[src/rtl/bclc_pkg.sv]
// Package for the bounded list block: sizes, opcode and status codes,
// controller states and the command that is broadcast to the storage cells.
// No dependencies.
package bclc_pkg;

  localparam int unsigned CAPACITY  = 64;
  localparam int unsigned IDX_W     = (CAPACITY > 1) ? $clog2(CAPACITY) : 1;
  localparam int unsigned CNT_W     = $clog2(CAPACITY + 1);
  localparam int unsigned WORD_W    = 32;
  localparam int unsigned POS_W     = 8;
  localparam int unsigned ECNT_W    = 9;
  localparam int unsigned GRP_SIZE  = 8;
  localparam int unsigned NUM_GRP   = (CAPACITY + GRP_SIZE - 1) / GRP_SIZE;

  typedef enum logic [1:0] {
    OP_PUSH   = 2'd0,
    OP_SET    = 2'd1,
    OP_GET    = 2'd2,
    OP_REMOVE = 2'd3
  } opcode_e;

  typedef enum logic [1:0] {
    ST_OK     = 2'd0,
    ST_BOUNDS = 2'd1,
    ST_FULL   = 2'd2
  } status_e;

  typedef enum logic [1:0] {
    S_IDLE,
    S_EXEC,
    S_READ
  } state_e;

  // Broadcast to every cell during the execute cycle
  typedef struct packed {
    logic                     en;
    opcode_e                  op;
    logic [IDX_W-1:0]         pos;
    logic [IDX_W-1:0]         fill;
    logic signed [WORD_W-1:0] value;
  } cell_cmd_t;

endpackage

[src/rtl/bclc_if.sv]
// Handshake channels of the bounded list block: request and result.
// Depends on bclc_pkg.
interface bclc_in_if import bclc_pkg::*; ();
  logic                     valid;
  logic                     ready;
  logic [1:0]               opcode;
  logic [POS_W-1:0]         position;
  logic signed [WORD_W-1:0] value;

  modport source (output valid, output opcode, output position, output value, input ready);
  modport sink   (input valid, input opcode, input position, input value, output ready);
endinterface

interface bclc_out_if import bclc_pkg::*; ();
  logic                     valid;
  logic                     ready;
  logic signed [WORD_W-1:0] read_value;
  logic [1:0]               status;
  logic [ECNT_W-1:0]        entry_count;

  modport source (output valid, output read_value, output status, output entry_count,
                  input ready);
  modport sink   (input valid, input read_value, input status, input entry_count,
                  output ready);
endinterface

[src/rtl/bclc_cell.sv]
// One storage cell of the list: holds one word, takes a write, shifts in
// its upper neighbor on a remove, and drives its word onto the read gather.
// Depends on bclc_pkg.
module bclc_cell import bclc_pkg::*; (
  input  logic                     clk_i,
  input  cell_cmd_t                cmd_i,
  input  logic [IDX_W-1:0]         idx_i,
  input  logic signed [WORD_W-1:0] next_i,
  output logic signed [WORD_W-1:0] data_o,
  output logic signed [WORD_W-1:0] rd_o
);

  logic signed [WORD_W-1:0] data_q;
  logic signed [WORD_W-1:0] data_d;

  always_comb begin
    data_d = data_q;
    if (cmd_i.en) begin
      unique case (cmd_i.op)
        OP_PUSH:   if (idx_i == cmd_i.fill) data_d = cmd_i.value;
        OP_SET:    if (idx_i == cmd_i.pos)  data_d = cmd_i.value;
        OP_REMOVE: if (idx_i >= cmd_i.pos)  data_d = next_i;
        default:   data_d = data_q;
      endcase
    end
  end

  always_ff @(posedge clk_i) begin
    data_q <= data_d;
  end

  assign data_o = data_q;
  assign rd_o   = (idx_i == cmd_i.pos) ? data_q : '0;

endmodule

[src/rtl/bounds_checked_list_with_compaction.sv]
// Top level of the bounded list: controller, row of storage cells and the
// registered read gather. Depends on bclc_pkg, bclc_if and bclc_cell.
//
// Usage:
//   in_i  carries one operation per item: opcode (push, set, get, remove),
//         position and value. It is taken when valid and ready are high.
//   out_o returns exactly one result per item: read_value, status and the
//         entry count after the operation.
//   Each item passes three steps: capture and bounds check, execute in the
//   cell row (cells from the position up shift in parallel on a remove),
//   then gather of the read word into the output register. A new item is
//   taken only once the last one has left its gather step; the gather over
//   the cells sets the extra step.
//   When the receiver stalls, the result waits in the output register; one
//   further item may be taken and executed, and it then holds in its last
//   step until the output register frees up.
//   Reset empties the list, clears the output valid and returns to idle; no
//   clearing pass is needed, since entries above the count are never read.
module bounds_checked_list_with_compaction import bclc_pkg::*; (
  input  logic   clk_i,
  input  logic   rst_ni,
  bclc_in_if.sink    in_i,
  bclc_out_if.source out_o
);

  state_e state_q, state_d;

  opcode_e                  op_q;
  logic [POS_W-1:0]         pos_q;
  logic signed [WORD_W-1:0] val_q;
  status_e                  st_q;
  status_e                  st_d;
  logic [CNT_W-1:0]         fill_q, fill_d;

  logic accept;
  logic cell_en;
  logic load_out;

  cell_cmd_t cmd;

  logic signed [WORD_W-1:0] data  [CAPACITY];
  logic signed [WORD_W-1:0] rd    [CAPACITY];
  logic signed [WORD_W-1:0] grp_d [NUM_GRP];
  logic signed [WORD_W-1:0] grp_q [NUM_GRP];
  logic signed [WORD_W-1:0] gathered;
  logic signed [WORD_W-1:0] rdval;

  logic                     out_valid_q;
  logic signed [WORD_W-1:0] out_rd_q;
  status_e                  out_st_q;
  logic [CNT_W-1:0]         out_cnt_q;

  // next state
  always_comb begin
    state_d = state_q;
    unique case (state_q)
      S_IDLE:  if (in_i.valid) state_d = S_EXEC;
      S_EXEC:  state_d = S_READ;
      S_READ:  if (!out_valid_q || out_o.ready) state_d = S_IDLE;
      default: state_d = S_IDLE;
    endcase
  end

  // controller outputs
  always_comb begin
    in_i.ready = 1'b0;
    cell_en    = 1'b0;
    load_out   = 1'b0;
    unique case (state_q)
      S_IDLE:  in_i.ready = 1'b1;
      S_EXEC:  cell_en    = 1'b1;
      S_READ:  load_out   = !out_valid_q || out_o.ready;
      default: in_i.ready = 1'b0;
    endcase
  end

  assign accept = in_i.valid && in_i.ready;

  // bounds check at capture; fill changes only in the execute step of the item in flight
  always_comb begin
    st_d = ST_OK;
    if (opcode_e'(in_i.opcode) == OP_PUSH) begin
      if (fill_q == CNT_W'(CAPACITY)) st_d = ST_FULL;
    end else if ({1'b0, in_i.position} >= (POS_W + 1)'(fill_q)) begin
      st_d = ST_BOUNDS;
    end
  end

  always_ff @(posedge clk_i or negedge rst_ni) begin
    if (!rst_ni) begin
      state_q <= S_IDLE;
      fill_q  <= '0;
    end else begin
      state_q <= state_d;
      fill_q  <= fill_d;
    end
  end

  always_ff @(posedge clk_i) begin
    if (accept) begin
      op_q  <= opcode_e'(in_i.opcode);
      pos_q <= in_i.position;
      val_q <= in_i.value;
      st_q  <= st_d;
    end
  end

  always_comb begin
    fill_d = fill_q;
    if (cell_en && st_q == ST_OK) begin
      if (op_q == OP_PUSH)   fill_d = fill_q + CNT_W'(1);
      if (op_q == OP_REMOVE) fill_d = fill_q - CNT_W'(1);
    end
  end

  // position is below the count whenever the command is enabled, except on a push
  always_comb begin
    cmd.en    = cell_en && (st_q == ST_OK);
    cmd.op    = op_q;
    cmd.pos   = pos_q[IDX_W-1:0];
    cmd.fill  = fill_q[IDX_W-1:0];
    cmd.value = val_q;
  end

  for (genvar i = 0; i < CAPACITY; i++) begin : g_cell
    logic signed [WORD_W-1:0] next;
    if (i == CAPACITY - 1) begin : g_last
      assign next = data[i];
    end else begin : g_mid
      assign next = data[i+1];
    end
    bclc_cell u_cell (
      .clk_i  (clk_i),
      .cmd_i  (cmd),
      .idx_i  (IDX_W'(i)),
      .next_i (next),
      .data_o (data[i]),
      .rd_o   (rd[i])
    );
  end

  // first gather level: one OR per group of cells, registered
  always_comb begin
    for (int g = 0; g < NUM_GRP; g++) begin
      grp_d[g] = '0;
      for (int k = 0; k < GRP_SIZE; k++) begin
        if (g * GRP_SIZE + k < CAPACITY) grp_d[g] = grp_d[g] | rd[g * GRP_SIZE + k];
      end
    end
  end

  always_ff @(posedge clk_i) begin
    if (cell_en) grp_q <= grp_d;
  end

  always_comb begin
    gathered = '0;
    for (int g = 0; g < NUM_GRP; g++) gathered = gathered | grp_q[g];
  end

  always_comb begin
    rdval = '0;
    if (op_q == OP_GET) begin
      if (st_q == ST_OK)          rdval = gathered;
      else if (st_q == ST_BOUNDS) rdval = '1;
    end
  end

  // output register
  always_ff @(posedge clk_i or negedge rst_ni) begin
    if (!rst_ni) begin
      out_valid_q <= 1'b0;
    end else if (load_out) begin
      out_valid_q <= 1'b1;
    end else if (out_o.ready) begin
      out_valid_q <= 1'b0;
    end
  end

  always_ff @(posedge clk_i) begin
    if (load_out) begin
      out_rd_q  <= rdval;
      out_st_q  <= st_q;
      out_cnt_q <= fill_q;
    end
  end

  assign out_o.valid       = out_valid_q;
  assign out_o.read_value  = out_rd_q;
  assign out_o.status      = out_st_q;
  assign out_o.entry_count = ECNT_W'(out_cnt_q);

endmodule
[src/flat_wrapper.sv]
// flat-port wrapper written by rule: the top's interface ports become plain ports
module bounds_checked_list_with_compaction_flat import bclc_pkg::*;
  (clk_i, rst_ni, in_i_valid, in_i_opcode, in_i_position, in_i_value, in_i_ready, out_o_valid, out_o_read_value, out_o_status, out_o_entry_count, out_o_ready);
  bclc_in_if in_i_i ();
  bclc_out_if out_o_i ();
  input  logic clk_i;
  input  logic rst_ni;
  input wire logic [$bits(in_i_i.valid)-1:0] in_i_valid;
  input wire logic [$bits(in_i_i.opcode)-1:0] in_i_opcode;
  input wire logic [$bits(in_i_i.position)-1:0] in_i_position;
  input wire logic [$bits(in_i_i.value)-1:0] in_i_value;
  output wire logic [$bits(in_i_i.ready)-1:0] in_i_ready;
  output wire logic [$bits(out_o_i.valid)-1:0] out_o_valid;
  output wire logic [$bits(out_o_i.read_value)-1:0] out_o_read_value;
  output wire logic [$bits(out_o_i.status)-1:0] out_o_status;
  output wire logic [$bits(out_o_i.entry_count)-1:0] out_o_entry_count;
  input wire logic [$bits(out_o_i.ready)-1:0] out_o_ready;
  assign in_i_i.valid = in_i_valid;
  assign in_i_i.opcode = in_i_opcode;
  assign in_i_i.position = in_i_position;
  assign in_i_i.value = in_i_value;
  assign in_i_ready = in_i_i.ready;
  assign out_o_valid = out_o_i.valid;
  assign out_o_read_value = out_o_i.read_value;
  assign out_o_status = out_o_i.status;
  assign out_o_entry_count = out_o_i.entry_count;
  assign out_o_i.ready = out_o_ready;
  bounds_checked_list_with_compaction u_core (.clk_i(clk_i), .rst_ni(rst_ni), .in_i(in_i_i), .out_o(out_o_i));
endmodule
[config.mk]
export PLATFORM = sky130hd
export DESIGN_NAME = bounds_checked_list_with_compaction_flat
export DESIGN_NICKNAME = d
export VERILOG_FILES = /design/src/rtl/bclc_pkg.sv /design/src/rtl/bclc_if.sv /design/src/rtl/bclc_cell.sv /design/src/rtl/bounds_checked_list_with_compaction.sv /design/src/flat_wrapper.sv
export SDC_FILE = /design/constraint.sdc
export NUM_CORES = 2
export LEC_CHECK = 0
export BUFFER_PORTS_ARGS = -buffer_cell sky130_fd_sc_hd__buf_2
export CAP_MARGIN = 20
export CORE_AREA = 4 4 564 566
export CTS_BUF_LIST = sky130_fd_sc_hd__clkbuf_16
export DETAILED_ROUTE_END_ITERATION = 16
export DIE_AREA = 0 0 568 570
export HOLD_SLACK_MARGIN = 0.08
export PLACE_DENSITY_LB_ADDON = 0.15
export SYNTH_ARGS = -nofsm -noshare
export SYNTH_HDL_FRONTEND = slang
export SYNTH_SLANG_ARGS = --single-unit
[constraint.sdc]
create_clock -name clk_i -period 18.6 [get_ports clk_i]
set_input_delay 3.72 -clock clk_i [delete_from_list [all_inputs] [get_ports clk_i]]
set_output_delay 3.72 -clock clk_i [all_outputs]
set_load 0.1 [all_outputs]
# Word-level counts from Yosys, hierarchy flattened
# Index checks and enable logic that the tools add are counted.
[totals] register_bits=2397 input_bits=46 out_inout_bits=45 elab_cells=951
[op_classes] n_addsub=2 n_lt_le_gt_ge=64 n_eq_ne=326 n_mux=334 bitwise=63 n_reduce_logical=80
[ops] op="$mux 32" count=257
[ops] op="$pmux 32 s3" count=63
[ops] op="$or 32x32->32" count=63
[ops] op="$eq 6x6->1 const A" count=64
[ops] op="$ne 2x2->1 const B" count=192
[ops] op="$reduce_and 5->1" count=63
[ops] op="$eq 5x6->1 const A" count=32
[ops] op="$ge 6x6->1 const A" count=31
[ops] op="$eq 4x6->1 const A" count=16
[ops] op="$ge 5x6->1 const A" count=16
[ops] op="$pmux 32 s2" count=1
[ops] op="$eq 3x6->1 const A" count=8
[ops] op="$ge 4x6->1 const A" count=8
[ops] op="$eq 2x6->1 const A" count=4
[ops] op="$ge 3x6->1 const A" count=4
[ops] op="$mux 7" count=2
[ops] op="$eq 1x6->1 const A" count=2
[ops] op="$ge 1x6->1 const A" count=2
[ops] op="$ge 2x6->1 const A" count=2
[ops] op="$logic_not 6->1" count=2
[ops] op="$ge 8x7->1" count=1
[ops] op="$logic_not 2->1" count=4
[ops] op="$mux 2" count=4
[ops] op="$add 7x1->7 const B" count=1
[ops] op="other kinds (14)" count=27

# Longest topological paths before layout
[logic_depth] depth_word=9 ltp_mapped=10 mapped_depth_nobuf=8

# Modules after synthesis
# Synthesis repeated with hierarchy kept, for this count alone.
[unflattened] hier_cells=10431 area_unflattened_um2=134559.1
[by_module_without_submodules] module="bclc_cell at u_core.g_cell[0].u_cell ..." instances=63 cells_per_inst=142 area_each_um2=1853.0 seq_area_each_um2=960.9
[by_module_without_submodules] module="bounds_checked_list_with_compaction" instances=1 cells_per_inst=1343 area_each_um2=15964.1 seq_area_each_um2=10430.0
[by_module_without_submodules] module="bclc_cell at u_core.g_cell[17].u_cell" instances=1 cells_per_inst=142 area_each_um2=1854.3 seq_area_each_um2=960.9

# Worst setup path after synthesis
# OpenSTA, ideal clock, no wires.
[synth_path] kind="register to register" start="register u_core.state_q[1]" end="register u_core.state_q[1]" setup_ns=0.153 arrival_time_ns=12.613 t_required_ns=18.447 setup_slack_ns=5.834 stages_incl_launch_ff=3 path_buffers=0 synth_period_minus_slack_ns=12.766 cell_sequence="dfrtp_1 -> nor2b_1 -> o21bai_1"
[synth_between] elab_cells_between_ends=7 cone_classes="eq/ne (4); mux (1); reduce/logical (2)"
[synth_lines] element="from (decl)" line="bounds_checked_list_with_compaction.sv:26" source="state_e state_q, state_d;"
[synth_lines] element="from (signal assigned)" line="bounds_checked_list_with_compaction.sv:94" source="state_q <= state_d;"
[synth_lines] element="$eq 2x2->1 (tied with other cells)" line="bounds_checked_list_with_compaction.sv:56" source="unique case (state_q)"
[synth_lines] element="$pmux 2 s3 *" line="bounds_checked_list_with_compaction.sv:56"
[synth_lines] element="via u_core.state_d[1]" line="bounds_checked_list_with_compaction.sv:26"
# Mark *: on every way through the listed nets, which the timed path passes. The rest lies on a longest branch.
# A chain may end at the register's enable or synchronous reset.

# Worst setup path after layout
[layout_path] start="register u_core.state_q[1]" end="output port in_i_ready"
[layout_between] elab_chain_len=2
[layout_rtl] element="$logic_not 2->1" line="bounds_checked_list_with_compaction.sv:69" source="unique case (state_q)"
[layout_rtl] element="$mux 1" line="bounds_checked_list_with_compaction.sv:69"
[layout_rtl] element="to (decl)" line="flat_wrapper.sv:12" source="output wire logic [$bits(in_i_i.ready)-1:0] in_i_ready;"
# Every way passes these cells.

==> summary.txt <==
Detailed routing
  • ANT nets after route: 0
  • Post-route DRC: 0
  • WL/cell: 27.7 um
  • Vias: 73400
  • DR vias/cell: approximately 5.5
  • Post-Route WL: 371000 um
  • Initial DRT Pass Iterations: 5
  • DRT iter0 DRCs: 9252

Timing
  • Total negative setup slack: 0 ns
  • Max Slew Vio Count: 0
  • Period utilization: 30.2%
  • Worst-Margin Slew: around 1.3 ns
  • RSZ-0062 raised after global routing: no
  • Fin worst setup slack: 12.99 ns
  • Minimum clock period: between 5 and 6 ns
  • Clock Skew: 0.0335 ns
  • Relative slew margins: 12.8%
  • Final setup fails: 0
  • F_max: 0.178 GHz
  • Hold Vio Cnt, Final: 0

Clocking
  • Clock Latency Late Sink: 0.85 ns
  • H-Tree Depth: 5
  • Postcts setup bufs: 0
  • Total CTS buffers: 273
  • Worst-path clk slew: 0.06 ns
  • Clock Root Buffer: clkbuf_16
  • CTS tree: yes
  • Hold Buf Count CTS: 0
  • Max clock buf depth: 4
  • Clock Sink Count: 2397
  • Gates resized, CTS repair: 0

Floorplan
  • Initial Util: 32.8%
  • Io pins: 91
  • Core area: 314000 um^2
  • DIE HEIGHT: 570 um
  • Die Width: around 570 um
  • Rows: 206
  • Die ar.: 324000 um^2

Synth
  • Register area share after synthesis: a little over two thirds
  • Mapped Avg Cell Area: 11.3 um^2
  • Unique masters post-synth: 55
  • FF+latch count, synth: 2397
  • Synth Flop Type: edfxtp_1
  • Cells after Synth: 9120
  • Mapped cell area: 103000 um^2
  • Post-synth EDFFs: 2387
  • Async SR Flop Fraction: 0.417%
  • YS warnings: 0

Global route
  • Total track usage: 22.1%
  • Largest net degree at the start of global routing: 218
  • Initial antenna violation count: 13
  • Number of global-route vias before repair: between 70000 and 80000
  • First-pass GRT wire length: between 500000 and 600000 um
  • GR Overflow Total: 0

Place
  • I/O Buffers: 88
  • GPL Wtd Cong: 0.855
  • DP HPWL: roughly 210000 um
  • Pre-CTS setup slack: 13.17 ns

Worst setup path
  • CP Capture Type: output port
  • Worst flop-to-flop path startpoint: u_core.op_q[1]$_DFFE_PP_
  • Critical path endpoint: in_i_ready
  • CP max FO: 4
  • Crit path from: u_core.state_q[1]$_DFFE_PN0P_
  • Internal reg-to-reg setup slack: 13.02 ns
  • Crit path required time: 14.88 ns
  • Worst Setup Path Type: flip-flop to output port
  • R2r endpoint: u_core.g_cell[17].u_cell.data_o[15]$_DFFE_PP_
  • Worst-case reg-to-reg path depth: 8
  • Worst Setup Start Kind: flip-flop
  • Critical Path AT: between 1.5 and 2 ns

Final layout
  • Synth-to-layout area growth: 14.2%
  • Nets: 9099
  • Share of layout cells above drive strength 1: 9.10%
  • Fill count: 30500

Power and ir drop
  • Peak VDD IR: between 60 and 70 uV
  • Pwr Density: 116 nW/um^2
  • Leakage: between 40 and 50 nW

Worst hold path
  • HP Class: flip-flop to flip-flop

Job
  • Max Cap Violations: 0

Status
  • Outcome: finished clean
how the worst min path moves through the flow:
stage / start / to / slack (ns) / depth (start not counted)
after floorplan: u_core.st_q[0]$_SDFFCE_PN0P_ / u_core.out_o.status[0]$_DFFE_PP_ / 0.43 / 0
after global placement: u_core.val_q[2]$_DFFE_PP_ / u_core.g_cell[63].u_cell.data_o[2]$_DFFE_PP_ / 0.48 / 0
after detailed placement: u_core.val_q[2]$_DFFE_PP_ / u_core.g_cell[63].u_cell.data_o[2]$_DFFE_PP_ / 0.46 / 0
after CTS: u_core.val_q[2]$_DFFE_PP_ / u_core.g_cell[63].u_cell.data_o[2]$_DFFE_PP_ / 0.48 / 0
after global routing: u_core.val_q[2]$_DFFE_PP_ / u_core.g_cell[63].u_cell.data_o[2]$_DFFE_PP_ / 0.49 / 0
final: u_core.val_q[2]$_DFFE_PP_ / u_core.g_cell[63].u_cell.data_o[2]$_DFFE_PP_ / 0.49 / 0
report_power, final:
| part | internal [mW] | total (mW) | switching, mW | leakage, nW |
|---|---|---|---|---|
| registers | 6.49 | 6.69 | 0.200 | 21.9 |
| clock network | 2.84 | 5.04 | 2.19 | 4.22 |
| logic | 0.405 | 1.92 | 1.52 | 16.9 |
| total | 9.74 | 13.6 | 3.91 | 43.0 |
state kept, by name, indices dropped and copies added (netlist names), 6 cells and up:
register                     flops
u_core.out_cnt_q                 7
u_core.out_o.read_value         32
u_core.pos_q                     6
u_core.fill_q                    7
u_core.grp_q                   256
u_core.g_cell.u_cell.data_o   2048
u_core.val_q                    32
critical path, cell delays in order (launching register included):
cell	delay [ns]
dfrtp_1	0.43
nor2_1	0.16
buf_2	0.45
cell families (layout without fill, tap and decap cells):
logic type                 Yosys count  after routing  synth area share, %
buffers and inverters              711            811                 2.62
other                                1             12              0.00365
adders and majority gates           18             18                0.226
DFF                               2397           2397                 69.9
and+or+nand+nor                   4787           4787                 18.6
xor gates and xnor gates             4              4               0.0341
AOI/OAI and AO/OA                 1202           1202                 8.63
Yosys cell counts, drive strengths merged (36+ instances only):
cell	number	area, um^2
inv	41	154
nand3b	107	803
nor3	47	235
edfxtp	2387	71700
buf	50	213
nand2	4251	16000
clkbuf	619	2320
o21ai	45	225
a22oi	1024	7690
nand4	154	963
nor2	137	514
a221oi	36	315
metrics by stage:
| stage | instances | hold WS [ns] | instance area, um^2 | total power [mW] | utilization [%] |
|---|---|---|---|---|---|
| after floorplan | 9121 | 0.425 | 103000 | 7.87 | - |
| after global placement | 12900 | 0.479 | 109000 | 8.69 | 34.8 |
| after detailed placement | 12900 | 0.464 | 109000 | 8.73 | 34.8 |
| after CTS | 13400 | 0.483 | 117000 | 13.8 | 37.4 |
| after global routing | 13400 | 0.489 | 117000 | 14.2 | 37.4 |
| final | 13400 | 0.487 | 117000 | 13.6 | 37.4 |
per-layer routing:
layer  GRT usage (%)  routed length (um)  vias to the layer above
li1                -                   -                    32200
met1            29.5              154000                    37600
met2            36.2              174000                     3054
met3            4.19               28600                      592
met4            7.67               13700                        2
met5               0                 277                        -
layout make-up:
cell class	count	area, um^2	share of cell area [%]
clock buffers	284	7110	6.05
repair buffers	308	2130	1.81
flip-flops and latches	2397	71900	61.2
multi-input cells	6013	29900	25.5
diodes	10	25.0	0.0213
clock inverters	177	983	0.837
well taps	4160	5200	4.43
inverters	42	159	0.135
placed cells by master, fill, tap and decap left out, types with 7 or more instances in the layout:
| cell type | count |
|---|---|
| nand2_1 | 4219 |
| edfxtp_1 | 2387 |
| a22oi_1 | 1024 |
| clkbuf_16 | 284 |
| buf_4 | 217 |
| nand4_1 | 154 |
| inv_1 | 107 |
| nand3b_1 | 107 |
| buf_2 | 88 |
| nor2_1 | 74 |
| clkinv_1 | 65 |
| o21ai_0 | 45 |
| nor3_1 | 40 |
| nor2_4 | 38 |
| a221oi_4 | 36 |
| a31oi_1 | 35 |
| nand2_4 | 30 |
| nor4_2 | 30 |
| clkinv_2 | 25 |
| nor2_2 | 25 |
| a21oi_1 | 23 |
| ha_1 | 15 |
| a211oi_4 | 11 |
| diode_2 | 10 |
| dfrtp_1 | 10 |
| nor2b_1 | 8 |
| nand2b_1 | 7 |
| nor3_2 | 7 |
| inv_6 | 7 |
| bufinv_16 | 7 |
Note: power is estimated with default switching activity, not from simulation.
